==> src/hdl/atq_pkg.sv <==
package atq_pkg;

  // Default geometry: ROM entries per turn and fraction bits per entry.
  localparam int TABLE_SIZE_DEF = 512;
  localparam int FRAC_SHIFT_DEF = 6;

  localparam int COORD_W = 16;
  localparam int SIN_W   = 16;
  localparam int MAG_W   = 17;
  localparam int PROD_W  = 32;
  localparam int D_W     = 33;
  localparam int R_W     = 35;
  localparam int ANGLE_W = 15;

  localparam logic signed [SIN_W-1:0] SIN_MAX     = 16'sh7FFF;
  localparam logic [MAG_W-1:0]        MAG_SAT     = 17'd32767;
  localparam logic [ANGLE_W-1:0]      ANG_QUARTER = 15'h2000;
  localparam logic [ANGLE_W-1:0]      ANG_THREE_Q = 15'h6000;

  // 2*pi in Q60 and one half in Q30, used only while the sine table is built.
  localparam longint unsigned TWO_PI_Q60 = 64'h6487ED5110B4611A;
  localparam longint unsigned HALF_Q30   = 64'd1 << 29;
  localparam longint unsigned HALF_Q15   = 64'd1 << 14;

  localparam int TAYLOR_TERMS = 12;
  localparam longint unsigned TAYLOR_DIV [TAYLOR_TERMS] = '{
    64'd6, 64'd20, 64'd42, 64'd72, 64'd110, 64'd156,
    64'd210, 64'd272, 64'd342, 64'd420, 64'd506, 64'd600
  };

  // Sine of t (Q30 radians, first quadrant) in Q30, by a Taylor series.
  function automatic longint unsigned sin_q30(input longint unsigned t);
    longint unsigned x2;
    longint unsigned term;
    longint unsigned acc;
    x2   = (t * t + HALF_Q30) >> 30;
    term = t;
    acc  = t;
    for (int k = 0; k < TAYLOR_TERMS; k++) begin
      term = (term * x2 + HALF_Q30) >> 30;
      term = term / TAYLOR_DIV[k];
      if (k[0] == 1'b0) begin
        acc = acc - term;
      end else begin
        acc = acc + term;
      end
    end
    return acc;
  endfunction

  // Unsaturated magnitude of sin(step * m) in Q15, step in Q60 radians.
  function automatic logic [MAG_W-1:0] quarter_mag(input longint unsigned m,
                                                   input longint unsigned step);
    longint unsigned theta;
    longint unsigned s;
    theta = (step * m + HALF_Q30) >> 30;
    s     = sin_q30(theta);
    return MAG_W'((s + HALF_Q15) >> 15);
  endfunction

endpackage

==> src/hdl/atq_div_cell.sv <==
module atq_div_cell #(
  parameter int TABLE_SIZE = atq_pkg::TABLE_SIZE_DEF,
  parameter int FRAC_SHIFT = atq_pkg::FRAC_SHIFT_DEF,
  parameter int BIT        = 0
) (
  input  logic                                  clk,
  input  logic                                  rst_n,
  input  logic                                  up_valid,
  output logic                                  up_ready,
  input  logic signed [atq_pkg::COORD_W-1:0]    up_y,
  input  logic [$clog2(TABLE_SIZE)-1:0]         up_lo,
  input  logic                                  up_sp,
  input  logic [atq_pkg::R_W-1:0]               up_rem,
  input  logic [atq_pkg::R_W-1:0]               up_den,
  input  logic [FRAC_SHIFT:0]                   up_q,
  output logic                                  dn_valid,
  input  logic                                  dn_ready,
  output logic signed [atq_pkg::COORD_W-1:0]    dn_y,
  output logic [$clog2(TABLE_SIZE)-1:0]         dn_lo,
  output logic                                  dn_sp,
  output logic [atq_pkg::R_W-1:0]               dn_rem,
  output logic [atq_pkg::R_W-1:0]               dn_den,
  output logic [FRAC_SHIFT:0]                   dn_q
);
  import atq_pkg::*;

  localparam int IW = $clog2(TABLE_SIZE);
  localparam int QW = FRAC_SHIFT + 1;

  logic [R_W-1:0]           rem_sh;
  logic                     take;
  logic                     v_r;
  logic                     rdy;
  logic signed [COORD_W-1:0] y_r;
  logic [IW-1:0]            lo_r;
  logic                     sp_r;
  logic [R_W-1:0]           rem_r, den_r;
  logic [QW-1:0]            q_r;

  // The top quotient bit compares the numerator as it stands; every later
  // bit doubles the partial remainder first.
  assign rem_sh   = (BIT == FRAC_SHIFT) ? up_rem : {up_rem[R_W-2:0], 1'b0};
  assign take     = rem_sh >= up_den;
  assign rdy      = !v_r || dn_ready;
  assign up_ready = rdy;

  always_ff @(posedge clk) begin
    if (!rst_n) begin
      v_r <= 1'b0;
    end else if (rdy) begin
      v_r <= up_valid;
    end
  end

  always_ff @(posedge clk) begin
    if (rdy) begin
      y_r   <= up_y;
      lo_r  <= up_lo;
      sp_r  <= up_sp;
      den_r <= up_den;
      rem_r <= take ? (rem_sh - up_den) : rem_sh;
      q_r   <= up_q | (QW'(take) << BIT);
    end
  end

  assign dn_valid = v_r;
  assign dn_y     = y_r;
  assign dn_lo    = lo_r;
  assign dn_sp    = sp_r;
  assign dn_rem   = rem_r;
  assign dn_den   = den_r;
  assign dn_q     = q_r;

endmodule

==> config.mk <==
export PLATFORM = sky130hd
export DESIGN_NAME = atq_div_cell
export DESIGN_NICKNAME = d
export VERILOG_FILES = /design/src/hdl/atq_pkg.sv /design/src/hdl/atq_div_cell.sv
export SDC_FILE = /design/constraint.sdc
export NUM_CORES = 1
export LEC_CHECK = 0
export BUFFER_PORTS_ARGS = -buffer_cell sky130_fd_sc_hd__clkbuf_2
export CORE_UTILIZATION = 54
export CTS_BUF_LIST = sky130_fd_sc_hd__clkbuf_4 sky130_fd_sc_hd__clkbuf_8
export DETAILED_ROUTE_END_ITERATION = 6
export GPL_TIMING_DRIVEN = 0
export PLACE_DENSITY = 0.95
export SYNTH_ARGS = -nofsm -noshare
export SYNTH_HDL_FRONTEND = slang
export SYNTH_SLANG_ARGS = --single-unit
export TNS_END_PERCENT = 1
==> constraint.sdc <==
create_clock -name clk -period 13.13 [get_ports clk]
set_input_delay 2.626 -clock clk [delete_from_list [all_inputs] [get_ports clk]]
set_output_delay 2.626 -clock clk [all_outputs]
set_load 0.01 [all_outputs]
==> impl_metrics.env <==
export IMPL_cts_repair_resized=0
export IMPL_fmax_mhz=154
export IMPL_critPathMaxStageDelay_ns=0.58
export IMPL_internal_power_uw=587
export IMPL_slew_headroom=0.513
export IMPL_drive_gt1_frac=0.394
export IMPL_hold_class="flop to flop"
export IMPL_drv_cap=0
export IMPL_num_io_pins=212
export IMPL_worstSetupPathType="primary input to primary output"
export IMPL_seq_power_share=0.497
export IMPL_tightest_slew_ns=0.730
export IMPL_clockPowerShare=0.260
export IMPL_synth_edf_count=103
export IMPL_insertion_delay_ns=0.37
export IMPL_grt_max_degree=55
export IMPL_status="finished clean"
export IMPL_final_core_util=0.706
export IMPL_grt_pass1_wl_um=19700
export IMPL_switching_share=0.298
export IMPL_hold_violations=0
export IMPL_rsz0062_at_grt="no"
export IMPL_clockBufferDepth=2
export IMPL_layout_common_cells="clkbuf_2 (210), edfxtp_1 (103), a21oi_1 (55), inv_1 (41), ha_1 (35)"
export IMPL_path_clk_slew_ns=0.12
export IMPL_gp_congestion=0.905
export IMPL_dieArea_um2=10300
export IMPL_initial_core_util=0.554
export IMPL_netlist_instances=436
export IMPL_crit_path_frequent_cell="clkbuf_2"
export IMPL_htree_levels=3
export IMPL_rows=36
export IMPL_cts_buffers_inserted=9
export IMPL_slowest_stage="nand2b_4"
export IMPL_power_switching_uw=250
export IMPL_wl_um=13400
export IMPL_vias=4318
export IMPL_die_w_um=102
export IMPL_layout_cells_non_filler=796
export IMPL_yosys_warnings=0
export IMPL_hold_start="dn_valid"
export IMPL_fin_setup_tns_ns=0
export IMPL_io_buffers=210
export IMPL_cts_root_buf="clkbuf_8"
export IMPL_syn_area_um2=5370
export IMPL_holdWs_ns=1.14
export IMPL_antenna_found_initial=0
export IMPL_area_growth_pct=27.4
export IMPL_async_flop_share=0
export IMPL_synth_main_ff_cell="edfxtp_1"
export IMPL_drcViolationCount=0
export IMPL_dr_pass1_iters=6
export IMPL_clkSinkCount=104
export IMPL_critPathLaunchType="primary input"
export IMPL_p_leak_uw=0.00318
export IMPL_slew_violations=0
export IMPL_min_period_ns=6.49
export IMPL_grt_use_total=0.252
export IMPL_yosysSeqAreaShare=0.580
export IMPL_comb_power_share=0.243
export IMPL_final_setup_viol_count=0
export IMPL_viasPerCell=5.42
export IMPL_placed_cells=780
export IMPL_fp_dieH_um=102
export IMPL_drt_initial_drc_count=264
export IMPL_ir_worst_vdd_v=0.0000562
export IMPL_mostFrequentLayoutCell="clkbuf_2"
export IMPL_crit_chain="clkbuf_2, nand2b_4, buf_16, clkbuf_2"
export IMPL_path_max_fanout=54
export IMPL_power_density_nw_per_um2=122
export IMPL_core_area_um2=9680
export IMPL_cts_tree="done"
export IMPL_finalCritPeriodShare=0.494
export IMPL_dp_hpwl_um=10200
export IMPL_r2r_start="dn_valid"
export IMPL_synth_cell_types=50
export IMPL_crit_required_ns=10.50
export IMPL_worst_setup_path_end_kind="primary output"
export IMPL_worstPathArrival_ns=3.86
export IMPL_synth_avg_cell_area_um2=12.3
export IMPL_post_cts_buffers=0
export IMPL_grt_overflow=0
export IMPL_fillCellCount=676
export IMPL_final_net_count=801
export IMPL_fin_skew_ns=0.0131
export IMPL_synth_seq_cells=104
export IMPL_grt_pass1_vias=4175
export IMPL_n_antenna_cell=0
export IMPL_syn_nets=579
export IMPL_critPathLaunch="dn_ready"
export IMPL_wire_per_inst_um=16.8
export IMPL_holdBufCountCts=0
export IMPL_ant_nets=0
[metrics by stage]
stage	total power [uW]	cell area, um2	worst slack, ns
after detailed placement	624	6620	6.61
final	837	6840	6.64
after global placement	616	6580	3.98
after floorplan	547	5370	5.30
after CTS	839	6840	6.61
after global routing	872	6840	6.56
[worst paths after layout]
| check | end | depth (start not counted) | slack [ns] |
|---|---|---|---|
| max | up_ready | 4 | 6.64 |
| min | dn_y[3] | 1 | 1.14 |
| max reg2reg | dn_rem[14] | 2 | 11.53 |
| min reg2reg | dn_y[3] | 1 | 1.14 |
[per-layer routing]
metal,wire (um),GRT usage,share of wire,up-vias
met5,0,0,0,-
met4,518,0.134,0.039,0
met3,1010,0.0490,0.075,46
met2,6850,0.450,0.51,231
met1,4990,0.283,0.37,1987
li1,-,-,-,2054
[registers in the layout, summed over array words and instances (netlist names)]
name,flops
dn_q,7
dn_sp,1
dn_rem,35
dn_lo,9
dn_valid,1
dn_y,16
dn_den,35
[synth_stat cells (2+ instances only)]
library cell	n	area (um2)
a21oi_2	5	43.8
nor2b_1	7	43.8
nand2b_1	4	25.0
mux2_1	2	22.5
o21ai_2	2	17.5
o41ai_2	2	32.5
inv_1	41	154
nand3_1	4	20.0
o21ai_0	10	50.1
nor3_1	6	30.0
xnor2_1	22	193
mux2_2	11	124
xor2_1	11	96.3
and3_1	4	25.0
a21o_1	13	97.6
nand4_1	4	25.0
nand2_1	19	71.3
and2_1	2	12.5
buf_2	5	25.0
a21oi_1	55	275
a21boi_0	2	15.0
clkbuf_1	3	11.3
a211oi_2	2	25.0
o21bai_1	5	37.5
ha_1	35	438
buf_4	2	15.0
a31oi_1	3	18.8
edfxtp_1	103	3090
nor2_1	28	105
o21ai_1	3	15.0
nor4_1	2	12.5
[critical path, delay by kind of cell]
family	cells	cell delay, ns
buffers and inverters	3	0.62
AND/OR/NAND/NOR	1	0.58
[power by group through the flow]
stage	combinational, uW	sequential, uW	clock, uW
after floorplan	103	444	0
after global placement	191	424	0
after detailed placement	201	424	0
after CTS	203	417	220
after global routing	223	420	230
final	203	416	218
[kinds of logic after synthesis]
kind of cell    count (synthesis)  share of synthesized area
fa+ha+maj                      36                     0.0854
mux                            13                     0.0273
simple gates                   85                     0.0777
compound gates                114                      0.137
flops                         104                      0.580
xor+xnor                       33                     0.0539
buf+inv                        51                     0.0382
[cell type report]
cell class / count / area [um2] / area share
flip-flops and latches: 104 / 3110 / 0.455
clock buffers: 9 / 124 / 0.0181
inverters: 41 / 154 / 0.0225
multi-input cells: 281 / 2050 / 0.301
repair buffers: 211 / 1080 / 0.158
plain buffers: 10 / 51.3 / 0.00750
well taps: 133 / 166 / 0.0243
clock inverters: 7 / 95.1 / 0.0139
No activity file was read; power rests on OpenSTA's default activity.
